$ cat src/rtl/can_bit_timing_search_macros.svh
// Assertion macros for the CAN bit timing search RTL.
`ifndef CAN_BIT_TIMING_SEARCH_MACROS_SVH
`define CAN_BIT_TIMING_SEARCH_MACROS_SVH

`ifndef SYNTHESIS
`define CBTS_ASSERT_IMPL(label, clk, rst, ante, cons) \
  label: assert property (@(posedge clk) disable iff (rst) (ante) |-> (cons)) \
    else $error("cbts: same-cycle check failed");
`define CBTS_ASSERT_NEXT(label, clk, rst, ante, cons) \
  label: assert property (@(posedge clk) disable iff (rst) (ante) |=> (cons)) \
    else $error("cbts: next-cycle check failed");
`else
`define CBTS_ASSERT_IMPL(label, clk, rst, ante, cons)
`define CBTS_ASSERT_NEXT(label, clk, rst, ante, cons)
`endif

`endif

$ cat src/rtl/cbts_pkg.sv
// Shared widths, limits, command codes and status bundle of the bit timing search.
package cbts_pkg;

  localparam int KCLK_W    = 29;
  localparam int RATE_W    = 24;
  localparam int SP_W      = 10;
  localparam int PRE_OUT_W = 9;
  localparam int SEG1_W    = 8;
  localparam int SEG2_W    = 7;
  localparam int SJW_W     = 7;

  localparam logic [KCLK_W-1:0] KCLK_RESET = 29'd80000000;

  localparam int MIN_QUANTA = 4;
  localparam int SEG1_LIMIT = 128;
  localparam int SEG2_LIMIT = 64;
  localparam logic [SJW_W-1:0] SJW_LIMIT = 7'd64;
  localparam int PERMILLE   = 1000;

  // Division by the permille scale is a multiply by a rounded-up reciprocal.
  // It is exact for every sample point times quanta product below 2^21.
  localparam int RECIP_SHIFT = 30;
  localparam int RECIP_W     = 21;
  localparam longint RECIP_FULL =
    ((longint'(1) << RECIP_SHIFT) + longint'(PERMILLE) - 1) / longint'(PERMILLE);
  localparam logic [RECIP_W-1:0] RECIP = RECIP_FULL[RECIP_W-1:0];

  typedef enum logic [3:0] {
    OP_IDLE,
    OP_LOAD,
    OP_MUL_DEN,
    OP_DIV_TQ,
    OP_LATCH_TQ,
    OP_MUL_X,
    OP_MUL_HEAD,
    OP_MUL_PT,
    OP_DIV_ACT,
    OP_UPDATE,
    OP_NEXT,
    OP_OUT
  } cbts_op_t;

  typedef struct packed {
    logic div_done;
    logic rate_zero;
    logic tq_low;
    logic tq_high;
    logic seg_ok;
    logic exact;
    logic last_p;
  } cbts_status_t;

endpackage

$ cat src/rtl/cbts_div.sv
// Restoring divider that retires one quotient bit per cycle.
module cbts_div import cbts_pkg::*; #(
  parameter int NW = 29,
  parameter int DW = 35
) (
  input  logic          clk,
  input  logic          rst,
  input  logic          start,
  input  logic [NW-1:0] dividend,
  input  logic [DW-1:0] divisor,
  output logic          done,
  output logic [NW-1:0] quotient
);

  localparam int CW = $clog2(NW + 1);

  logic [NW-1:0] num;
  logic [DW-1:0] rem;
  logic [DW-1:0] dsr;
  logic [CW-1:0] cnt;
  logic          busy;

  logic [DW:0] trial;
  logic [DW:0] diff;
  logic        ge;

  always_comb begin
    trial = {rem, num[NW-1]};
    ge    = trial >= {1'b0, dsr};
    diff  = trial - {1'b0, dsr};
  end

  always_ff @(posedge clk) begin
    if (rst) begin
      busy <= 1'b0;
      done <= 1'b0;
      cnt  <= '0;
    end else begin
      done <= 1'b0;
      if (start) begin
        busy <= 1'b1;
        cnt  <= CW'(NW);
      end else if (busy) begin
        cnt <= cnt - CW'(1);
        if (cnt == CW'(1)) begin
          busy <= 1'b0;
          done <= 1'b1;
        end
      end
    end
  end

  // The dividend shifts out at the top while quotient bits fill in at the bottom.
  always_ff @(posedge clk) begin
    if (start) begin
      num <= dividend;
      rem <= '0;
      dsr <= divisor;
    end else if (busy) begin
      num <= {num[NW-2:0], ge};
      rem <= ge ? diff[DW-1:0] : trial[DW-1:0];
    end
  end

  assign quotient = num;

endmodule

$ cat src/rtl/cbts_dp.sv
// Datapath of the bit timing search: operands, multipliers, divider and best candidate.
module cbts_dp import cbts_pkg::*; #(
  parameter int PRESCALER_MAX = 256,
  parameter int MAX_QUANTA    = 256
) (
  input  logic                clk,
  input  logic                rst,
  input  logic                cfg_we,
  input  logic [KCLK_W-1:0]   cfg_wdata,
  input  logic [RATE_W-1:0]   target_rate_hz,
  input  logic [SP_W-1:0]     sample_point_permille,
  input  cbts_op_t            op,
  output cbts_status_t        status,
  output logic [PRE_OUT_W-1:0] prescaler_out,
  output logic [SEG1_W-1:0]   phase_seg1,
  output logic [SEG2_W-1:0]   phase_seg2,
  output logic [SJW_W-1:0]    jump_width,
  output logic                found
);

  localparam int PW  = $clog2(PRESCALER_MAX + 1);
  localparam int QW  = $clog2(MAX_QUANTA + 1);
  localparam int DW  = PW + RATE_W;
  localparam int XW  = SP_W + QW;
  localparam int HW  = QW + 1;
  localparam int TW  = PW + QW;
  localparam int HPW = XW + RECIP_W;

  logic [KCLK_W-1:0] kclk;
  logic [RATE_W-1:0] rate;
  logic [SP_W-1:0]   sp;
  logic [PW-1:0]     p;
  logic [DW-1:0]     den;
  logic [QW-1:0]     tq;
  logic              tq_low_r;
  logic              tq_high_r;
  logic [XW-1:0]     x;
  logic [HW-1:0]     head;
  logic [TW-1:0]     pt;
  logic [SEG1_W-1:0] s1_c;
  logic [SEG2_W-1:0] s2_c;

  logic              have;
  logic [KCLK_W-1:0] best_err;
  logic [PW-1:0]     best_p;
  logic [SEG1_W-1:0] best_s1;
  logic [SEG2_W-1:0] best_s2;

  logic              div_start;
  logic [DW-1:0]     div_divisor;
  logic              div_done;
  logic [KCLK_W-1:0] div_q;

  logic [DW-1:0]     den_prod;
  logic [XW-1:0]     x_prod;
  logic [HPW-1:0]    head_prod;
  logic [TW-1:0]     pt_prod;
  logic [31:0]       head_w;
  logic [31:0]       tq_w;
  logic [31:0]       s1_w;
  logic [31:0]       s2_w;
  logic              seg_ok;
  logic [KCLK_W-1:0] rate_x;
  logic [KCLK_W-1:0] err_now;
  logic              better;
  logic [PW+PRE_OUT_W-1:0] p_wide;

  always_comb begin
    den_prod  = DW'(p) * DW'(rate);
    x_prod    = XW'(sp) * XW'(tq);
    head_prod = HPW'(x) * HPW'(RECIP);
    pt_prod   = TW'(p) * TW'(tq);

    // A valid split needs 2 <= head <= 129, head < tq and tq - head <= 64.
    head_w = 32'(head);
    tq_w   = 32'(tq);
    s1_w   = head_w - 32'd1;
    s2_w   = tq_w - head_w;
    seg_ok = (head_w >= 32'd2) && (head_w <= 32'(SEG1_LIMIT + 1)) &&
             (head_w < tq_w) && (s2_w <= 32'(SEG2_LIMIT));

    rate_x  = KCLK_W'(rate);
    err_now = (div_q > rate_x) ? (div_q - rate_x) : (rate_x - div_q);
    better  = !have || (err_now < best_err);

    div_start   = (op == OP_DIV_TQ) || (op == OP_DIV_ACT);
    div_divisor = (op == OP_DIV_ACT) ? DW'(pt) : den;

    p_wide = {{PRE_OUT_W{1'b0}}, best_p};
  end

  cbts_div #(
    .NW (KCLK_W),
    .DW (DW)
  ) u_div (
    .clk      (clk),
    .rst      (rst),
    .start    (div_start),
    .dividend (kclk),
    .divisor  (div_divisor),
    .done     (div_done),
    .quotient (div_q)
  );

  always_ff @(posedge clk) begin
    if (rst) begin
      kclk <= KCLK_RESET;
    end else if (cfg_we) begin
      kclk <= cfg_wdata;
    end
  end

  always_ff @(posedge clk) begin
    unique case (op)
      OP_LOAD: begin
        rate     <= target_rate_hz;
        sp       <= sample_point_permille;
        p        <= PW'(1);
        have     <= 1'b0;
        best_err <= '0;
        best_p   <= '0;
        best_s1  <= '0;
        best_s2  <= '0;
      end
      OP_MUL_DEN: begin
        den <= den_prod;
      end
      OP_LATCH_TQ: begin
        tq        <= div_q[QW-1:0];
        tq_low_r  <= div_q < KCLK_W'(MIN_QUANTA);
        tq_high_r <= div_q > KCLK_W'(MAX_QUANTA);
      end
      OP_MUL_X: begin
        x <= x_prod;
      end
      OP_MUL_HEAD: begin
        head <= head_prod[RECIP_SHIFT +: HW];
      end
      OP_MUL_PT: begin
        pt   <= pt_prod;
        s1_c <= s1_w[SEG1_W-1:0];
        s2_c <= s2_w[SEG2_W-1:0];
      end
      OP_UPDATE: begin
        if (better) begin
          have     <= 1'b1;
          best_err <= err_now;
          best_p   <= p;
          best_s1  <= s1_c;
          best_s2  <= s2_c;
        end
      end
      OP_NEXT: begin
        p <= p + PW'(1);
      end
      OP_OUT: begin
        prescaler_out <= p_wide[PRE_OUT_W-1:0];
        phase_seg1    <= best_s1;
        phase_seg2    <= best_s2;
        jump_width    <= (best_s2 < SJW_LIMIT) ? best_s2 : SJW_LIMIT;
        found         <= have;
      end
      default: begin
      end
    endcase
  end

  always_comb begin
    status.div_done  = div_done;
    status.rate_zero = (rate == '0);
    status.tq_low    = tq_low_r;
    status.tq_high   = tq_high_r;
    status.seg_ok    = seg_ok;
    status.exact     = (err_now == '0);
    status.last_p    = (p == PW'(PRESCALER_MAX));
  end

endmodule

$ cat src/rtl/cbts_ctrl.sv
// Controller of the bit timing search: walks the prescalers and owns both handshakes.
module cbts_ctrl import cbts_pkg::*; (
  input  logic         clk,
  input  logic         rst,
  input  logic         in_valid,
  output logic         in_stall,
  output logic         out_valid,
  input  logic         out_stall,
  input  cbts_status_t status,
  output cbts_op_t     op
);

  typedef enum logic [3:0] {
    S_IDLE,
    S_DEN,
    S_DIV_TQ,
    S_WAIT_TQ,
    S_CHECK_TQ,
    S_HEAD,
    S_SEG,
    S_DIV_ACT,
    S_WAIT_ACT,
    S_ADVANCE,
    S_FINISH
  } state_t;

  state_t state;
  state_t state_next;
  logic   out_free;

  assign out_free = !out_valid || !out_stall;
  assign in_stall = (state != S_IDLE);

  always_comb begin
    op         = OP_IDLE;
    state_next = state;
    unique case (state)
      S_IDLE: begin
        if (in_valid) begin
          op         = OP_LOAD;
          state_next = S_DEN;
        end
      end
      S_DEN: begin
        if (status.rate_zero) begin
          state_next = S_FINISH;
        end else begin
          op         = OP_MUL_DEN;
          state_next = S_DIV_TQ;
        end
      end
      S_DIV_TQ: begin
        op         = OP_DIV_TQ;
        state_next = S_WAIT_TQ;
      end
      S_WAIT_TQ: begin
        if (status.div_done) begin
          op         = OP_LATCH_TQ;
          state_next = S_CHECK_TQ;
        end
      end
      S_CHECK_TQ: begin
        // Quanta only shrink as the prescaler grows, so too few ends the search.
        priority if (status.tq_low) begin
          state_next = S_FINISH;
        end else if (status.tq_high) begin
          state_next = S_ADVANCE;
        end else begin
          op         = OP_MUL_X;
          state_next = S_HEAD;
        end
      end
      S_HEAD: begin
        op         = OP_MUL_HEAD;
        state_next = S_SEG;
      end
      S_SEG: begin
        if (status.seg_ok) begin
          op         = OP_MUL_PT;
          state_next = S_DIV_ACT;
        end else begin
          state_next = S_ADVANCE;
        end
      end
      S_DIV_ACT: begin
        op         = OP_DIV_ACT;
        state_next = S_WAIT_ACT;
      end
      S_WAIT_ACT: begin
        if (status.div_done) begin
          op         = OP_UPDATE;
          state_next = status.exact ? S_FINISH : S_ADVANCE;
        end
      end
      S_ADVANCE: begin
        if (status.last_p) begin
          state_next = S_FINISH;
        end else begin
          op         = OP_NEXT;
          state_next = S_DEN;
        end
      end
      S_FINISH: begin
        if (out_free) begin
          op         = OP_OUT;
          state_next = S_IDLE;
        end
      end
      default: begin
        state_next = S_IDLE;
      end
    endcase
  end

  always_ff @(posedge clk) begin
    if (rst) begin
      state     <= S_IDLE;
      out_valid <= 1'b0;
    end else begin
      state <= state_next;
      if (op == OP_OUT) begin
        out_valid <= 1'b1;
      end else if (!out_stall) begin
        out_valid <= 1'b0;
      end
    end
  end

endmodule

$ cat src/rtl/can_bit_timing_search.sv
// CAN bit timing search: for a requested bit rate and sample point it tries
// prescalers from 1 upward and returns the first one with the smallest rate
// error, with its two segment lengths and jump width, or all zeros with found
// low. One request is worked on at a time. Every candidate needs one or two
// divisions on a single restoring divider that produces one quotient bit per
// cycle, and the search waits for each division to finish. The search ends
// early on an exact match or once the quanta count falls below four. The
// finished result sits in an output register, so the next request is taken
// while it waits. The kernel clock register may only be written while idle.
`include "can_bit_timing_search_macros.svh"

module can_bit_timing_search import cbts_pkg::*; #(
  parameter int PRESCALER_MAX = 256,
  parameter int MAX_QUANTA    = 256
) (
  input  logic                 clk,
  input  logic                 rst,
  input  logic                 cfg_we,
  input  logic [KCLK_W-1:0]    cfg_wdata,
  input  logic                 in_valid,
  output logic                 in_stall,
  input  logic [RATE_W-1:0]    target_rate_hz,
  input  logic [SP_W-1:0]      sample_point_permille,
  output logic                 out_valid,
  input  logic                 out_stall,
  output logic [PRE_OUT_W-1:0] prescaler_out,
  output logic [SEG1_W-1:0]    phase_seg1,
  output logic [SEG2_W-1:0]    phase_seg2,
  output logic [SJW_W-1:0]     jump_width,
  output logic                 found
);

  cbts_op_t     op;
  cbts_status_t status;

  cbts_ctrl u_ctrl (
    .clk       (clk),
    .rst       (rst),
    .in_valid  (in_valid),
    .in_stall  (in_stall),
    .out_valid (out_valid),
    .out_stall (out_stall),
    .status    (status),
    .op        (op)
  );

  cbts_dp #(
    .PRESCALER_MAX (PRESCALER_MAX),
    .MAX_QUANTA    (MAX_QUANTA)
  ) u_dp (
    .clk                   (clk),
    .rst                   (rst),
    .cfg_we                (cfg_we),
    .cfg_wdata             (cfg_wdata),
    .target_rate_hz        (target_rate_hz),
    .sample_point_permille (sample_point_permille),
    .op                    (op),
    .status                (status),
    .prescaler_out         (prescaler_out),
    .phase_seg1            (phase_seg1),
    .phase_seg2            (phase_seg2),
    .jump_width            (jump_width),
    .found                 (found)
  );

  // Once a request is taken, no other one enters until its search is over.
  `CBTS_ASSERT_NEXT(a_one_request, clk, rst, in_valid && !in_stall, in_stall)
  `CBTS_ASSERT_IMPL(a_found_flag, clk, rst, out_valid, found == (prescaler_out != '0))
  `CBTS_ASSERT_IMPL(a_seg_ranges, clk, rst, out_valid && found, (|phase_seg1) && (|phase_seg2))
  `CBTS_ASSERT_IMPL(a_sjw_copy, clk, rst, out_valid, jump_width == phase_seg2)

endmodule

$ cat config.mk
export PLATFORM = sky130hd
export DESIGN_NAME = can_bit_timing_search
export DESIGN_NICKNAME = d
export VERILOG_FILES = /design/src/rtl/cbts_pkg.sv /design/src/rtl/cbts_div.sv /design/src/rtl/cbts_dp.sv /design/src/rtl/cbts_ctrl.sv /design/src/rtl/can_bit_timing_search.sv
export VERILOG_INCLUDE_DIRS = /design/src /design/src/rtl
export SDC_FILE = /design/constraint.sdc
export NUM_CORES = 2
export LEC_CHECK = 0
export BUFFER_PORTS_ARGS = -buffer_cell sky130_fd_sc_hd__buf_4
export CORE_UTILIZATION = 40
export DETAILED_ROUTE_END_ITERATION = 12
export MAX_ROUTING_LAYER = met4
export RECOVER_POWER = 100
export SLEW_MARGIN = 20
export SYNTH_ARGS = -nofsm -noshare
export SYNTH_HDL_FRONTEND = slang
export SYNTH_SLANG_ARGS = --single-unit
$ cat constraint.sdc
create_clock -name clk -period 8.53 [get_ports clk]
set_input_delay 0.853 -clock clk [delete_from_list [all_inputs] [get_ports clk]]
set_output_delay 0.853 -clock clk [all_outputs]
set_load 0.005 [all_outputs]
-- Word level (Yosys, flattened, before mapping)
Cells that the tools add are included.
- register bits after elaboration: 371
- logic and storage cells: 149
- bits of input ports: 68
- output and inout port bits: 34
- add/sub/neg operators: 7
- multiplexer cells: 45
- equality and inequality tests: 29
- order comparisons: 10
- bitwise operators: 1
- multiply operators: 4
- reductions and logical operators: 20
- operators with widths (kind ; count):
    two-way mux 29 bit ; 4
    case mux 4 bit (11 select lines) ; 2
    case mux 29 bit (2 select lines) ; 1
    two-way mux 4 bit ; 13
    multiplier 19 x 20 -> 39 bit, second input constant ; 1
    case mux 9 bit (2 select lines) ; 2
    >= comparator 34 x 33 -> 1 bit ; 1
    multiplier 9 x 24 -> 33 bit ; 1
    two-way mux 33 bit ; 1
    subtractor 33 bit ; 1
    equality test 4 x 3 -> 1 bit, second input constant ; 8
    <= comparator 32 x 7 -> 1 bit, second input constant ; 1
    greater-than comparator 29 x 24 -> 1 bit ; 1
    greater-than comparator 29 x 9 -> 1 bit, second input constant ; 1
    logical NOT 29 bit ; 1
    < comparator 29 bit ; 1
    < comparator 29 x 3 -> 1 bit, second input constant ; 1
    subtractor 24 x 29 -> 29 bit ; 1
    subtractor 29 x 24 -> 29 bit ; 1
    equality test 4 bit, second input constant ; 7
    logical NOT 24 bit ; 1
    multiplier 10 x 9 -> 19 bit ; 1
    multiplier 9 x 9 -> 18 bit ; 1
    two-way mux 18 bit ; 1
    35 further kinds ; 62

-- Longest topological paths before layout
- depth in word-level cells: 9
- gate-level depth with buffers: 26
- gate-level depth less buffers: 24

-- By module
A second synthesis with hierarchy kept.
- cell total of the unflattened synthesis: 3682
- area, all modules: 36104.6 um^2
- by module, submodules not included (module ; instances ; area each (um^2) ; cells each ; sequential area each (um^2)):
    cbts_dp ; 1 ; 29595.9 ; 3006 ; 7637.3
    cbts_div ; 1 ; 5944.5 ; 597 ; 2662.6
    cbts_ctrl ; 1 ; 564.3 ; 79 ; 100.1

-- Least setup slack after synthesis
Ideal clock, no wire load.
- kind: reg-to-reg
- start point: register u_dp.rate[0]
- end point: register u_dp.best_err[0] (enable)
- data arrival time: 7.907 ns
- setup time: 0.540 ns
- clock period less this slack: 8.448 ns
- buffers on the path: 0
- required time: 7.990 ns
- slack: 0.082 ns
- stages on the path, launching flop included: 25
- cells stage by stage: edfxtp_1 -> inv_1 -> ha_1 -> inv_1 -> fa_1 -> a21o_1 -> a2111o_1 -> a311oi_1 -> o21ai_1 -> a21oi_1 -> nor2_1 -> o31ai_2 -> xnor2_1 -> ha_1 -> a21o_1 -> a21o_1 -> a21oi_1 -> nor2b_1 -> o21ai_0 -> nand2b_1 -> a21oi_1 -> nor2b_1 -> o21ai_0 -> nand2_1 -> o21ai_0
- longest elaborated chain between the ends: 6
- elaborated cells on any way between the ends: 14
- those cells by class: add/sub: 2; order compare: 2; eq/ne: 3; mux: 3; reduce/logical: 4
- ends and longest elaborated chain (what ; line ; text):
    start: declaration ; cbts_dp.sv:30 ; logic [RATE_W-1:0] rate;
    start signal: assignment ; cbts_dp.sv:116 ; rate <= target_rate_hz;
    subtractor 24 x 29 -> 29 bit (tied with other cells) ; cbts_dp.sv:83 ; err_now = (div_q > rate_x) ? (div_q - rate_x) : (rate_x - div_q);
    two-way mux 29 bit * ; cbts_dp.sv:83 ;
    via u_dp.err_now[22] ; cbts_dp.sv:64 ; logic [KCLK_W-1:0] err_now;
    < comparator 29 bit * ; cbts_dp.sv:84 ; better = !have || (err_now < best_err);
    logical OR 1 bit * ; cbts_dp.sv:84 ;
    != test 2 x 1 -> 1 bit (no line) * ; - ;
    AND reduction 2 bit (no line) * ; - ;
    end signal: assignment ; cbts_dp.sv:147 ; best_err <= err_now;
    end: declaration ; cbts_dp.sv:44 ; logic [KCLK_W-1:0] best_err;
Mark *: on every way through the listed nets, which the timed path passes. The rest lies on a longest branch.
A chain may end at the register's enable or synchronous reset.

-- Worst setup path in the final report
- start point: register u_dp.rate[6]
- end point: register u_dp.best_p[2] (enable)
- longest elaborated chain between the ends: 6
- elaborated cells on any way between the ends: 14
- those cells by class: add/sub: 2; order compare: 2; eq/ne: 3; mux: 3; reduce/logical: 4
- ends and longest elaborated chain (what ; line ; text):
    subtractor 24 x 29 -> 29 bit (tied with other cells) ; cbts_dp.sv:83 ;
    two-way mux 29 bit * ; cbts_dp.sv:83 ;
    via u_dp.err_now[12] ; cbts_dp.sv:64 ;
    < comparator 29 bit * ; cbts_dp.sv:84 ;
    logical OR 1 bit * ; cbts_dp.sv:84 ;
    != test 2 x 1 -> 1 bit (no line) * ; - ;
    AND reduction 2 bit (no line) * ; - ;
    end signal: assignment ; cbts_dp.sv:148 ; best_p <= p;
    end: declaration ; cbts_dp.sv:45 ; logic [PW-1:0] best_p;
Marks and branches as above.

==> impl_summary.md <==
CTS
The clock-pin slew on the worst setup and hold paths is 0.06 ns. The largest buffer count on any clock path is 3. The total number of H-tree levels is 2. For this design, the CTS-stage hold fixing added 0 buffers. The total CTS buffers is 41. The number of buffers inserted by post-CTS setup repair is 0.

The CTS tree is built. The number of instances resized during post-cts repair is 0. The tree built by TritonCTS fans out to 371 sinks. The insertion delay of the later-clocked pin in the worst-skew pair is 0.60 ns. The tree is rooted in a sky130_fd_sc_hd__clkbuf_16.

Placed design
During placement, the flow inserted port buffers numbering 101. Once detailed placement completed, the half-perimeter wirelength came to 73.0 mm. Routability-driven placement finished with a final weighted congestion of 0.960.

In this run the cell area measured after placement is 0.0379 sq mm.

Drt
The number of DRC violations after detailed routing is 9. The iteration count of the initial detailed-routing pass is 9. For this block, the routed nets add up to 93.6 mm of wire.

The overall via count from detail_route is 26200. Once detail routing completed, the nets flagged for antenna violations numbered 0. In the routed layout, each cell is associated on average with a via count of 5.29. Dividing the detail-routed wire length by the instance count gives 18.9 um. The first routing iteration left 1861 violations.

Global routing
Global routing consumed, over all layers together, 21.4% of the routing resources. The largest net degree at the start of global routing is 68. The initial antenna violation count is 4. Global routing finished with a remaining overflow of 0. The via count of the first global-routing pass is 25800. The first global-routing pass estimated 147 mm of wire.

STA
The final number of max-transition violations was 422. On the final layout, the worst clock skew is 0.0419 ns. The transition time of the tightest slew-check pin is 2.98 ns. The total negative slack for setup checks is 0 ns. The final setup violation count is 0.

The worst slew margin relative to its limit is -98.8%. The post-route minimum period is 7.20 ns. The highest clock frequency the design can meet is 0.139 GHz. The total count of hold-check failures in the final report was 0.

The worst path uses 84.4% of the clock period. Setup repair after global routing left no endpoint under its margin.

Setup path
The signal on the critical path passes through ha_1 -> a21oi_1 -> a21oi_1 -> o21ai_0 -> o21ai_0 -> a211oi_4 -> clkbuf_1 -> o21ai_0 -> a211oi_1 -> inv_1 -> ha_1 -> a2111oi_0 -> nand2_1 -> o21ai_0 -> a2111oi_0 -> o21ai_4 -> buf_4. At the worst endpoint, the arrival time is 7.40 ns. The highest-delay cell along the critical path is sky130_fd_sc_hd__clkbuf_1. The endpoint required time on the critical path is 8.73 ns. The critical path is of the reg -> reg type. The maximum fanout along the worst path is 41. The capturing element type of the critical path is a flop. The most prevalent standard cell on the critical path is sky130_fd_sc_hd__o21ai_0. The type of origin of the critical path is a flop.

The maximum single-stage delay on the critical path is 0.90 ns.

Finish
The library cell used most frequently in the layout, excluding fill and tap cells, is sky130_fd_sc_hd__inv_1. The growth of design area from synthesis to finish is 8.56%. The post-route netlist has 5.19% of its cells at a drive strength greater than 1. The filler cells instantiated in the layout total 8585.

The post-route cell area is 0.0391 sq mm. In the final design database the tool counted 4598 nets. Leaving out fill and tap cells, the most frequent cells in the layout are 617 x sky130_fd_sc_hd__inv_1, 417 x sky130_fd_sc_hd__ha_1, 398 x sky130_fd_sc_hd__nand2_1, 347 x sky130_fd_sc_hd__fa_1, 297 x sky130_fd_sc_hd__edfxtp_1.

Floorplanning
The total core area is 0.0888 sq mm. The floorplan die width is 302 um. Row generation in the floorplan step produced 109 rows. The initial core utilization is 40.6%.

The die area is 0.0912 sq mm. In this run the vertical extent of the chip is 302 um. The number of primary I/O pins is 102.

Yosys
For this run, the number of Yosys warnings is 0. The post-synthesis instance area is 0.0360 sq mm. The register area share after synthesis is 28.9%.

The count of flip-flops with a built-in enable after synthesis is 297. The most frequently used flop master after synthesis is sky130_fd_sc_hd__edfxtp_1. After synthesis the netlist holds a flip-flop and latch count of 371. The proportion of synthesized flip-flops having asynchronous set or reset is 0%. Yosys attributes the largest share of cell area to sky130_fd_sc_hd__edfxtp_1 25%, sky130_fd_sc_hd__fa_1 19%, sky130_fd_sc_hd__ha_1 14%.

A synthesized cell averages 9.62 sq um. Synthesis handed over a netlist of 3743 instances. The number of nets in the synthesized netlist is 4575. The number of distinct library cell variants in the gate-level netlist after synthesis is 79.

The top cell type by area accounts for 24.8% of the synthesized area. The biggest area contributor in the post-synthesis netlist is sky130_fd_sc_hd__edfxtp_1.

Status
The run finished, with violations left. The final reports fail on design-rule violations, max-capacitance violations, max-slew violations.

Job
The total of max-cap violations is 13.

Worst hold path
The worst hold path belongs to the class reg -> reg.
## layer usage
metal  vias up  track usage [%]  wire (um)
met4         0             4.05       1650
met3        99             2.15       5770
met5         -                -          0
li1      12400                -          -
met2       759             33.6      43100
met1     12900             30.1      43100
## final timing paths
check                       from                     to  slack [ns]  depth (start not counted)
hold reg to reg   u_dp.best_p[4]  u_dp.prescaler_out[4]        0.41                          0
setup reg to reg    u_dp.rate[6]         u_dp.best_p[2]        1.33                         17
setup / recovery    u_dp.rate[6]         u_dp.best_p[2]        1.33                         17
hold / removal    u_dp.best_p[4]  u_dp.prescaler_out[4]        0.41                          0
## through the flow
stage,worst slack (ns),hold slack (ns),cells,utilization [%]
5_1_grt,0.828,0.422,4965,44.0
3_3_place_gp,2.06,0.401,4887,42.6
4_1_cts,2.01,0.403,4963,44.3
2_1_floorplan,0.0825,0.400,3743,-
3_5_place_dp,2.02,0.407,4887,42.6
6_report,1.33,0.408,4965,44.0
## kinds of logic after synthesis
family                   Yosys count  share of synthesized area, %
AO/OA/AOI/OAI                    564                          9.77
buffers and inverters            774                          8.28
flip-flops                       371                          28.9
multiplexers                      58                          1.68
AND/OR/NAND/NOR                 1108                          15.1
XOR/XNOR                         104                          2.53
adder cells (fa/ha/maj)          764                          33.8
## synthesized netlist by cell type, types with 7 or more instances
cell                       instances
sky130_fd_sc_hd__nand3_1          46
sky130_fd_sc_hd__o21ai_1           7
sky130_fd_sc_hd__o211ai_1         27
sky130_fd_sc_hd__or3_1            13
sky130_fd_sc_hd__nor2b_1          43
sky130_fd_sc_hd__and2_1          196
sky130_fd_sc_hd__ha_1            417
sky130_fd_sc_hd__or2_2            12
sky130_fd_sc_hd__mux2_2           19
sky130_fd_sc_hd__xor2_1           45
sky130_fd_sc_hd__o21ai_0         160
sky130_fd_sc_hd__xnor2_1          59
sky130_fd_sc_hd__a21boi_0         10
sky130_fd_sc_hd__o21bai_1         19
sky130_fd_sc_hd__nand2b_1         23
sky130_fd_sc_hd__clkbuf_1        119
sky130_fd_sc_hd__edfxtp_1        297
sky130_fd_sc_hd__o31ai_1           7
sky130_fd_sc_hd__nand2_1         398
sky130_fd_sc_hd__nand3b_1          8
sky130_fd_sc_hd__a211oi_1         27
sky130_fd_sc_hd__o22ai_1          18
sky130_fd_sc_hd__mux2i_1          39
sky130_fd_sc_hd__fa_1            347
sky130_fd_sc_hd__inv_1           617
sky130_fd_sc_hd__buf_2            14
sky130_fd_sc_hd__buf_1             8
sky130_fd_sc_hd__and3_1           15
sky130_fd_sc_hd__nor2_1          194
sky130_fd_sc_hd__o31a_1            7
sky130_fd_sc_hd__buf_4             8
sky130_fd_sc_hd__nor4_1           30
sky130_fd_sc_hd__a21oi_1         153
sky130_fd_sc_hd__nor3b_1          10
sky130_fd_sc_hd__a31oi_1           8
sky130_fd_sc_hd__dfxtp_1          74
sky130_fd_sc_hd__nor3_1           50
sky130_fd_sc_hd__a21o_1           45
sky130_fd_sc_hd__o21a_1           20
sky130_fd_sc_hd__nand4_1          45
## area by class of cell
| cell class | instances | area, sq um | share of cell area (%) |
|---|---|---|---|
| clock buffers | 55 | 1130 | 2.89 |
| repair buffers | 133 | 837 | 2.14 |
| clock inverters | 21 | 308 | 0.787 |
| diodes | 1 | 2.50 | 0.00640 |
| flip-flops and latches | 371 | 10400 | 26.6 |
| multi-input cells | 2598 | 22600 | 57.9 |
| inverters | 621 | 2330 | 5.97 |
| well taps | 1165 | 1460 | 3.73 |
## critical path, delay by kind of cell (launching register included)
kind | cells | cell delay, ns
AOI/OAI and AO/OA | 11 | 3.70
adders and majority gates | 2 | 0.75
buffers and inverters | 3 | 1.58
DFF | 1 | 0.59
and+or+nand+nor | 1 | 0.11
## registers in the layout (all words and copies together), names as in the netlist, 9 cells and up
register / count
u_dp.best_p: 9
u_dp.p: 9
u_dp.prescaler_out: 9
u_dp.sp: 10
u_dp.pt: 18
u_dp.u_div.dsr: 33
u_dp.den: 33
u_dp.kclk: 29
u_dp.rate: 24
u_dp.best_err: 29
u_dp.u_div.rem: 33
u_dp.tq: 9
u_dp.head: 10
u_dp.u_div.quotient: 29
u_dp.x: 19
Power is not shown: default switching activity piles up to over one toggle a cycle in this logic, so the estimate is an artifact.
